<file path="config.mk">
export PLATFORM = sky130hd
export DESIGN_NAME = packed_yuv422_to_rgb24
export DESIGN_NICKNAME = d
export VERILOG_FILES = /design/src/p422rgb_pkg.sv /design/src/p422rgb_unpack.sv /design/src/p422rgb_csc.sv /design/src/packed_yuv422_to_rgb24.sv
export SDC_FILE = /design/constraint.sdc
export NUM_CORES = 1
export LEC_CHECK = 0
export BUFFER_PORTS_ARGS = -buffer_cell sky130_fd_sc_hd__buf_4
export CAP_MARGIN = 20
export CELL_PAD_IN_SITES_DETAIL_PLACEMENT = 0
export CELL_PAD_IN_SITES_GLOBAL_PLACEMENT = 1
export CORE_MARGIN = 5
export CORE_UTILIZATION = 46
export CTS_BUF_LIST = sky130_fd_sc_hd__clkbuf_2 sky130_fd_sc_hd__clkbuf_4 sky130_fd_sc_hd__clkbuf_8
export CTS_CLUSTER_DIAMETER = 40
export DETAILED_ROUTE_END_ITERATION = 6
export PLACE_DENSITY = 0.81
export SYNTH_ARGS = -nofsm -noshare
export SYNTH_HDL_FRONTEND = slang
export SYNTH_SLANG_ARGS = --single-unit
export TNS_END_PERCENT = 30
</file>
<file path="constraint.sdc">
create_clock -name clk -period 5.5 [get_ports clk]
set_clock_uncertainty 0.1 [all_clocks]
set_input_delay 1.65 -clock clk [delete_from_list [all_inputs] [get_ports clk]]
set_output_delay 1.65 -clock clk [all_outputs]
set_load 0.005 [all_outputs]
</file>
<file path="src/p422rgb_pkg.sv">
// Shared types, constants and helpers for the packed 4:2:2 to RGB24 converter.
// No dependencies; imported by every module of the block.
package p422rgb_pkg;

	// Byte order codes of the mode register
	localparam logic [1:0] MODE_UYVY  = 2'd0;
	localparam logic [1:0] MODE_YUYV  = 2'd1;
	localparam logic [1:0] MODE_YVYU  = 2'd2;
	localparam logic [1:0] MODE_RESET = MODE_YUYV;

	localparam int unsigned BYTE_W  = 8;
	localparam int unsigned TERM_W  = 17;	// chroma products, signed
	localparam int unsigned SUM_W   = 18;	// luma*256 plus chroma term, signed

	localparam logic signed [TERM_W-1:0] COEF_RV = 17'sd359;
	localparam logic signed [TERM_W-1:0] COEF_GU = 17'sd88;
	localparam logic signed [TERM_W-1:0] COEF_GV = 17'sd183;
	localparam logic signed [TERM_W-1:0] COEF_BU = 17'sd454;

	// One pixel on its way to the matrix stage
	typedef struct packed {
		logic [BYTE_W-1:0]        luma;
		logic signed [BYTE_W-1:0] cu;
		logic signed [BYTE_W-1:0] cv;
		logic                     second;
		logic                     last;
	} pix_t;

	// Remove the 128 offset: flipping the top bit gives the signed value
	function automatic logic signed [BYTE_W-1:0] to_chroma(input logic [BYTE_W-1:0] b);
		return $signed({~b[BYTE_W-1], b[BYTE_W-2:0]});
	endfunction

	// Floor-shift by 8 and clamp to 0..255
	function automatic logic [BYTE_W-1:0] clamp_px(input logic signed [SUM_W-1:0] s);
		logic [BYTE_W-1:0] res;
		if (s[SUM_W-1]) begin
			res = '0;
		end else if (s[SUM_W-2]) begin
			res = '1;
		end else begin
			res = s[SUM_W-3:BYTE_W];
		end
		return res;
	endfunction

endpackage

</file>
<file path="src/p422rgb_unpack.sv">
// Input register and byte-order decode, then split of each macropixel into two pixels.
// Depends on p422rgb_pkg.
module p422rgb_unpack import p422rgb_pkg::*; (
	input  logic                clk,
	input  logic                arst_n,
	input  logic [1:0]          mode,
	input  logic                in_valid,
	output logic                in_ready,
	input  logic [4*BYTE_W-1:0] in_bytes,
	input  logic                in_last,
	output logic                pix_valid,
	input  logic                pix_ready,
	output pix_t                pix
);

	logic                     valid_s1;
	logic                     phase_q;	// 0: first pixel pending, 1: second
	logic [BYTE_W-1:0]        y0_s1, y1_s1;
	logic signed [BYTE_W-1:0] cu_s1, cv_s1;
	logic                     last_s1;

	logic [BYTE_W-1:0] b0, b1, b2, b3;
	logic [BYTE_W-1:0] y0_d, y1_d, u_d, v_d;

	assign b0 = in_bytes[BYTE_W-1:0];
	assign b1 = in_bytes[2*BYTE_W-1:BYTE_W];
	assign b2 = in_bytes[3*BYTE_W-1:2*BYTE_W];
	assign b3 = in_bytes[4*BYTE_W-1:3*BYTE_W];

	always_comb begin
		unique case (mode)
			MODE_UYVY: begin
				u_d = b0; y0_d = b1; v_d = b2; y1_d = b3;
			end
			MODE_YVYU: begin
				y0_d = b0; v_d = b1; y1_d = b2; u_d = b3;
			end
			default: begin
				y0_d = b0; u_d = b1; y1_d = b2; v_d = b3;
			end
		endcase
	end

	// Take a new request when empty or once the second pixel of the held one leaves
	assign in_ready  = !valid_s1 || (phase_q && pix_ready);
	assign pix_valid = valid_s1;

	always_comb begin
		pix.luma   = phase_q ? y1_s1 : y0_s1;
		pix.cu     = cu_s1;
		pix.cv     = cv_s1;
		pix.second = phase_q;
		pix.last   = phase_q && last_s1;
	end

	always_ff @(posedge clk or negedge arst_n) begin
		if (!arst_n) begin
			valid_s1 <= 1'b0;
			phase_q  <= 1'b0;
		end else if (in_ready) begin
			valid_s1 <= in_valid;
			phase_q  <= 1'b0;
		end else if (pix_ready) begin
			phase_q <= 1'b1;
		end
	end

	always_ff @(posedge clk) begin
		if (in_valid && in_ready) begin
			y0_s1   <= y0_d;
			y1_s1   <= y1_d;
			cu_s1   <= to_chroma(u_d);
			cv_s1   <= to_chroma(v_d);
			last_s1 <= in_last;
		end
	end

endmodule

</file>
<file path="src/p422rgb_csc.sv">
// Color matrix: chroma products in one stage, luma sum, shift and clamp in the next.
// Depends on p422rgb_pkg.
module p422rgb_csc import p422rgb_pkg::*; (
	input  logic              clk,
	input  logic              arst_n,
	input  logic              pix_valid,
	output logic              pix_ready,
	input  pix_t              pix,
	output logic              out_valid,
	input  logic              out_ready,
	output logic [BYTE_W-1:0] red,
	output logic [BYTE_W-1:0] green,
	output logic [BYTE_W-1:0] blue,
	output logic              second,
	output logic              last
);

	logic                     valid_s2, valid_s3;
	logic                     ready_s3;
	logic [BYTE_W-1:0]        luma_s2;
	logic signed [TERM_W-1:0] rt_s2, gt_s2, bt_s2;
	logic                     second_s2, last_s2;
	logic [BYTE_W-1:0]        red_s3, green_s3, blue_s3;
	logic                     second_s3, last_s3;

	logic signed [TERM_W-1:0] rt_d, gt_d, bt_d;
	logic signed [SUM_W-1:0]  ys, rs, gs, bs;

	assign ready_s3  = !valid_s3 || out_ready;
	assign pix_ready = !valid_s2 || ready_s3;

	always_comb begin
		rt_d = COEF_RV * TERM_W'(pix.cv);
		gt_d = COEF_GU * TERM_W'(pix.cu) + COEF_GV * TERM_W'(pix.cv);
		bt_d = COEF_BU * TERM_W'(pix.cu);
	end

	always_comb begin
		ys = $signed({2'b00, luma_s2, {BYTE_W{1'b0}}});
		rs = ys + SUM_W'(rt_s2);
		gs = ys - SUM_W'(gt_s2);
		bs = ys + SUM_W'(bt_s2);
	end

	always_ff @(posedge clk or negedge arst_n) begin
		if (!arst_n) begin
			valid_s2 <= 1'b0;
			valid_s3 <= 1'b0;
		end else begin
			if (pix_ready) begin
				valid_s2 <= pix_valid;
			end
			if (ready_s3) begin
				valid_s3 <= valid_s2;
			end
		end
	end

	always_ff @(posedge clk) begin
		if (pix_ready && pix_valid) begin
			luma_s2   <= pix.luma;
			rt_s2     <= rt_d;
			gt_s2     <= gt_d;
			bt_s2     <= bt_d;
			second_s2 <= pix.second;
			last_s2   <= pix.last;
		end
		if (ready_s3 && valid_s2) begin
			red_s3    <= clamp_px(rs);
			green_s3  <= clamp_px(gs);
			blue_s3   <= clamp_px(bs);
			second_s3 <= second_s2;
			last_s3   <= last_s2;
		end
	end

	assign out_valid = valid_s3;
	assign red       = red_s3;
	assign green     = green_s3;
	assign blue      = blue_s3;
	assign second    = second_s3;
	assign last      = last_s3;

endmodule

</file>
<file path="src/packed_yuv422_to_rgb24.sv">
// Top level of the packed 4:2:2 YUV to RGB24 converter: mode register and pipeline.
// Depends on p422rgb_pkg, p422rgb_unpack and p422rgb_csc.
//
// Usage:
//   s_axis carries one macropixel per request: four stream bytes in tdata, tlast on
//   the last macropixel of a frame. m_axis carries one RGB pixel per request:
//   tlast marks the second pixel of a macropixel, tuser the final pixel of a frame.
//   cfg_wr_en/cfg_wr_data write the byte order (0 UYVY, 1 YUYV, 2 YVYU, 3 as YUYV);
//   write it only while the pipeline is empty.
// The first pixel of an accepted macropixel passes the input register, the product
//   register and the output register; the second pixel follows behind it.
// Throughput: one pixel per cycle while m_axis_tready stays high; the input
//   register is held while it hands out its two pixels.
// Reset clears all valid bits and sets the byte order to YUYV.
// When m_axis_tready is low the output register holds and the stall backs up
//   stage by stage to s_axis_tready; nothing is dropped or repeated.
module packed_yuv422_to_rgb24 import p422rgb_pkg::*; (
	input  logic                clk,
	input  logic                arst_n,
	input  logic                cfg_wr_en,
	input  logic [1:0]          cfg_wr_data,
	input  logic                s_axis_tvalid,
	output logic                s_axis_tready,
	input  logic [4*BYTE_W-1:0] s_axis_tdata,	// byte_zero, byte_one, byte_two, byte_three
	input  logic                s_axis_tlast,
	output logic                m_axis_tvalid,
	input  logic                m_axis_tready,
	output logic [3*BYTE_W-1:0] m_axis_tdata,	// red, green, blue
	output logic                m_axis_tlast,
	output logic                m_axis_tuser	// frame_end_out
);

	logic [1:0]        mode_q;
	logic              pix_valid, pix_ready;
	pix_t              pix;
	logic [BYTE_W-1:0] red, green, blue;

	always_ff @(posedge clk or negedge arst_n) begin
		if (!arst_n) begin
			mode_q <= MODE_RESET;
		end else if (cfg_wr_en) begin
			mode_q <= cfg_wr_data;
		end
	end

	p422rgb_unpack u_unpack (
		.clk       (clk),
		.arst_n    (arst_n),
		.mode      (mode_q),
		.in_valid  (s_axis_tvalid),
		.in_ready  (s_axis_tready),
		.in_bytes  (s_axis_tdata),
		.in_last   (s_axis_tlast),
		.pix_valid (pix_valid),
		.pix_ready (pix_ready),
		.pix       (pix)
	);

	p422rgb_csc u_csc (
		.clk       (clk),
		.arst_n    (arst_n),
		.pix_valid (pix_valid),
		.pix_ready (pix_ready),
		.pix       (pix),
		.out_valid (m_axis_tvalid),
		.out_ready (m_axis_tready),
		.red       (red),
		.green     (green),
		.blue      (blue),
		.second    (m_axis_tlast),
		.last      (m_axis_tuser)
	);

	assign m_axis_tdata = {blue, green, red};

	// Frame end only rides on the second pixel
	a_fend_on_second: assert property (@(posedge clk) disable iff (!arst_n)
		m_axis_tvalid && m_axis_tuser |-> m_axis_tlast)
		else $error("frame end on first pixel");

	// An accepted macropixel starts with its first pixel
	a_load_first: assert property (@(posedge clk) disable iff (!arst_n)
		s_axis_tvalid && s_axis_tready |=> pix_valid && !pix.second)
		else $error("macropixel not loaded as first pixel");

	// No new macropixel while the first pixel is still pending
	a_hold_first: assert property (@(posedge clk) disable iff (!arst_n)
		pix_valid && !pix.second |-> !s_axis_tready)
		else $error("input accepted over pending pixel");

endmodule
</file>
Yosys cells after proc, flatten, opt, wreduce, memory -nomap -nowiden
Index checks and enable logic that the tools add are counted.
- register bits: 125
- bits of input ports: 40
- output and inout bits: 28
- logic and storage cells: 55
- add/subtract/negate cells: 4
- $mul: 4
- equality and inequality tests: 1
- multiplexer cells: 10
- bitwise operators: 2
- reduce and logical (&&, ||, !) cells: 13
- operator list (cell ; number):
    $mux W8 ; 6
    $add A17 B17 Y18 ; 2
    $pmux W8 S2 ; 2
    $sub A17 B17 Y18 ; 1
    $add A17 B17 Y17 ; 1
    $mul A10 B8 Y17 const A ; 1
    $mul A9 B8 Y17 const A ; 1
    $mul A9 B8 Y16 const A ; 1
    $mul A5 B8 Y13 const A ; 1
    $logic_and A1 B1 Y1 ; 5
    $logic_not A1 Y1 ; 3
    $logic_or A1 B1 Y1 ; 3
    $eq A2 B2 Y1 const B ; 1
    $logic_not A2 Y1 ; 1
    $mux W1 ; 2
    $not A1 Y1 ; 2
    $reduce_bool A2 Y1 ; 1

Longest topological paths before layout
- word-level depth: 6
- mapped depth: 23

Cells and area by module
From an unflattened synthesis, not the netlist that was laid out.
- cells, all modules: 859
- area, all modules: 9816.9 um2
- by module, submodules not included (module ; instances ; cells an instance ; area each (um2) ; sequential area each (um2)):
    p422rgb_csc ; 1 ; 734 ; 7963.9 ; 2182.1
    p422rgb_unpack ; 1 ; 121 ; 1779.2 ; 1041.0
    packed_yuv422_to_rgb24 ; 1 ; 4 ; 73.8 ; 51.3

Worst setup path after synthesis
Ideal clock, no wire load.
- kind: reg-to-reg
- start point: reg u_unpack.cu_s1[1]
- end point: reg u_csc.gt_s2[15] (data pin)
- setup time: 258 ps
- arrival: 5703 ps
- path slack: -560 ps
- cell stages (with the launch flop): 20
- cells stage by stage: edfxtp_1 ha_1 fa_1 ha_1 xor2_1 ha_1 inv_1 fa_1 inv_1 fa_1 fa_1 fa_1 ha_1 a21o_1 a21oi_1 o21bai_1 a2111oi_0 o31ai_1 a21oi_1 xnor2_1
- word-level cells in the longest chain between the ends: 2
- ends and longest elaborated chain (what ; line ; source):
    start, declared ; p422rgb_unpack.sv:19 ; logic signed [BYTE_W-1:0] cu_s1, cv_s1;
    start signal, assigned ; p422rgb_unpack.sv:72 ; cu_s1 <= to_chroma(u_d);
    $mul A5 B8 Y13 ; p422rgb_csc.sv:34 ; gt_d = COEF_GU * TERM_W'(pix.cu) + COEF_GV * TERM_W'(pix.cv);
    $add A17 B17 Y17 ; p422rgb_csc.sv:34 ;
    net u_csc.gt_d[15] ; p422rgb_csc.sv:26 ; logic signed [TERM_W-1:0] rt_d, gt_d, bt_d;
    end signal, assigned ; p422rgb_csc.sv:63 ; gt_s2 <= gt_d;
    end, declared ; p422rgb_csc.sv:21 ; logic signed [TERM_W-1:0] rt_s2, gt_s2, bt_s2;
The timed path passes the listed nets, and every way through them passes these cells.
A chain may end at the register's enable or synchronous reset.

Final worst setup path
- start point: reg u_unpack.cu_s1[3]
- end point: reg u_csc.gt_s2[15] (data pin)
The elaborated chain is that of the path after synthesis.

==> impl_results.md <==
* Status: finished with violations
* Failing checks: setup timing
* # IOs at 68
* Final Core Density at between 50 and 60%
* Antenna violations before repair at 0
* Cell count after synthesis at 871
* Root buffer cell: clkbuf_8
* Worst Hold Path Cells at 0
* Period minus WS final at 5.74 ns
* Data required, critical path at 5.55 ns
* GRT Total Usage at 15.7%
* N_diodes at 0
* Die span in x at roughly 160 um
* Starting DRC count in detailed routing at ~190
* Largest net degree at the start of global routing at 46
* # hold bufs at CTS at 0
* Flops & latches, synth at 110
* Share of cells above drive strength 1 at between 15 and 20%
* CTS tree: built
* Crit. End Element: flip-flop
* Die area at 24,200 sq um
* Reg2Reg Setup Slack at -0.24 ns
* Post-synthesis sequential area ratio at about a third
* Area leader, netlist: edfxtp_1
* Die Ht at 155 um
* Layout area overhead at 13.8%
* Worst-margin pin slew at 1.02 ns
* Hold Path Class: flip-flop to flip-flop
* Reg2reg start: u_unpack.cu_s1[3]
* Reg-to-reg critical path endpoint: u_csc.gt_s2[15]
* Post-route ant nets at 0
* Worst hold start: u_csc.last_s2
* Clock latency on the worst-skew pair at ~0.4 ns
* Startpoint Class: flip-flop
* Area share of the largest cell type after synthesis at 32.1%
* Area occupied by multi-input gates at 5950 sq um
* Fillers at approximately 1,900
* Clock Sinks at between 100 and 150
* Number of global-route vias before repair at 6,067
* Cts bufs inserted at 9
* Setup violators final at 4
* Placed cell area at between 10,000 and 15,000 sq um
* Number of port buffers at 67
* Final Cycle Share at 104%
* Slew headroom at 32.0%
* Synth warn at 0
* Reg clk slew, reported paths at 0.13 ns
* RePlAce Congestion at 0.860
* Dpl hpwl at 15.3 mm
* Max-cap violation count at 0
* Syn Area/Cell at approximately 11 sq um
* Reg area at about 3300 sq um
* Clock tree buffer depth at 2
* Initial core utilization at 46.4%
* Row count at between 50 and 60
* Unrepaired setup endpoints after global routing: yes
* DR vias at 6,125
* Most used flip-flop cell after synthesis: edfxtp_1
* Wire per inst at 14.5 um
* Hold Crit Endpoint: u_csc.last
* Crit path DAT at 5.80 ns
* Via density at 4.90
* Achievable Freq at between 150 and 200 MHz
* Worst setup slack after layout at -0.242 ns
* Drt first pass iters at 5
* Hold Violations, Final at 0
* Finished Cell Area at 11,100 sq um
* Worst-path fanout max at 3
* DRC at 0
* Synth Net Count at 1,140
* FF-to-FF path depth at 19
* First-pass GRT wire length at roughly 30 mm
* Async SR Flop Fraction at 5.45%
* Overflow after GRT at 0
* EDFF count, synth at 104
* Final nets at 1,238
* Area contributors post-synth: edfxtp_1 32%, ha_1 22%, fa_1 13%
* Final Max Tran Viols at 0
* Htree depth at 3
* Count of cell types in the netlist at 58
* Post-Syn Area at 9730 sq um
* Final WL at 18.1 mm
* Final hold slack at 0.344 ns
* Area of the core at 21,000 sq um
* Critical path type: flip-flop to flip-flop
## per-layer routing
layer	routed length [um]	global-route usage [%]	vias to the layer above
met1	8910	22.7	2819
met5	0	0	-
li1	-	-	3188
met3	766	2.14	27
met4	402	4.96	0
met2	8010	24.5	91
## cell families (layout without fill, tap and decap cells)
family / count (synthesis) / in the layout / synth area share [%]
AND/OR/NAND/NOR: 133 / 133 / 6.90
multiplexers: 43 / 43 / 4.76
adder cells (fa/ha/maj): 229 / 229 / 34.2
XOR/XNOR: 54 / 54 / 4.86
buffers and inverters: 164 / 267 / 6.33
AO/OA/AOI/OAI: 138 / 138 / 9.35
flip-flops: 110 / 110 / 33.7
## cell usage in the layout, fill, tap and decap left out, types with 4 or more instances in the layout
| master | n |
|---|---|
| nor2_1 | 39 |
| nand2_1 | 26 |
| nor2b_1 | 8 |
| ha_1 | 163 |
| clkbuf_8 | 9 |
| nor3_1 | 9 |
| o21ai_0 | 22 |
| fa_1 | 59 |
| nand2b_1 | 12 |
| a21o_1 | 13 |
| o21a_1 | 15 |
| mux2i_1 | 17 |
| dfrtp_1 | 5 |
| or2_2 | 7 |
| a21oi_1 | 44 |
| buf_4 | 96 |
| xnor2_1 | 39 |
| ha_4 | 4 |
| a21oi_2 | 4 |
| mux2_2 | 26 |
| a31oi_1 | 4 |
| inv_1 | 155 |
| xor2_1 | 15 |
| edfxtp_1 | 104 |
| nand3_1 | 5 |
| and3_1 | 4 |
| and2_1 | 10 |
## worst max-delay path, cell delays in order (launching register included)
cell and delay (ns):
edfxtp_1 0.43, ha_1 0.34, fa_1 0.54, ha_4 0.22, xor2_1 0.16, ha_1 0.27, inv_1 0.05, fa_1 0.50
inv_1 0.05, fa_1 0.46, fa_1 0.56, fa_1 0.45, ha_4 0.24, a21o_1 0.16, a21oi_2 0.18, o21bai_2 0.10
a2111oi_4 0.32, o31ai_1 0.12, a21oi_1 0.18, xnor2_1 0.08
## Yosys cell counts, types with 2 or more instances
| library cell | count |
|---|---|
| and2_1 | 11 |
| a211oi_1 | 3 |
| o21a_1 | 15 |
| o21bai_1 | 4 |
| edfxtp_1 | 104 |
| or3_1 | 3 |
| o22ai_1 | 2 |
| and3_1 | 4 |
| o41ai_2 | 2 |
| mux2i_1 | 17 |
| clkbuf_1 | 8 |
| mux2_2 | 26 |
| a21oi_1 | 48 |
| o21ba_2 | 2 |
| o21ai_0 | 23 |
| fa_1 | 61 |
| a21o_1 | 13 |
| dfrtp_1 | 5 |
| ha_1 | 168 |
| inv_1 | 155 |
| xnor2_1 | 39 |
| a211o_1 | 2 |
| a31oi_1 | 4 |
| nor3_1 | 9 |
| nor2b_1 | 8 |
| o41a_1 | 2 |
| nand2_1 | 26 |
| nand3_1 | 5 |
| or2_2 | 7 |
| nand2b_1 | 12 |
| nor4_1 | 2 |
| nor2_1 | 40 |
| xor2_1 | 15 |
| o31ai_1 | 2 |
## state kept, by name (all words and copies together) (netlist names), 2 cells and up
register        flops
u_csc.red           8
u_csc.bt_s2         9
u_csc.blue          8
u_unpack.y0_s1      8
u_csc.green         8
u_csc.gt_s2        17
u_unpack.cu_s1      8
u_csc.luma_s2       8
u_csc.rt_s2         9
u_unpack.cv_s1      8
u_unpack.y1_s1      8
mode_q              2
## cell type report
type	count	share of cell area, %
Multi-Input combinational cell	597	53.7
Sequential cell	110	29.6
Timing Repair Buffer	96	6.51
Inverter	155	5.25
Tap cell	275	3.11
Clock buffer	9	1.12
Clock inverter	7	0.735
## through the flow
step | TNS (ns) | instances | setup WS (ns)
after floorplan | -0.473 | 871 | -0.161
after global placement | -0.720 | 1232 | -0.223
after detailed placement | -1.08 | 1232 | -0.334
after CTS | -0.659 | 1249 | -0.261
after global routing | -1.37 | 1249 | -0.427
final | -0.595 | 1249 | -0.242
## worst max path at each step
stage,slack [ns],cells after the start,from,endpoint
floorplan,-0.16,18,u_unpack.cu_s1[0],u_csc.gt_s2[15]
global placement,-0.22,21,u_unpack.cu_s1[2],u_csc.gt_s2[16]
detailed placement,-0.33,21,u_unpack.cu_s1[2],u_csc.gt_s2[16]
CTS,-0.26,19,u_unpack.cu_s1[1],u_csc.gt_s2[15]
global route,-0.43,19,u_unpack.cu_s1[3],u_csc.gt_s2[15]
finish,-0.24,19,u_unpack.cu_s1[3],u_csc.gt_s2[15]
## timing repair
action	in CTS	in global routing
pin swaps	2	2
setup endpoints to repair	4	5
resized for setup	5	5
cloned	0	0
setup buffers	1	0
Power is not shown: default switching activity piles up to over one toggle a cycle in this logic, so the estimate is an artifact.
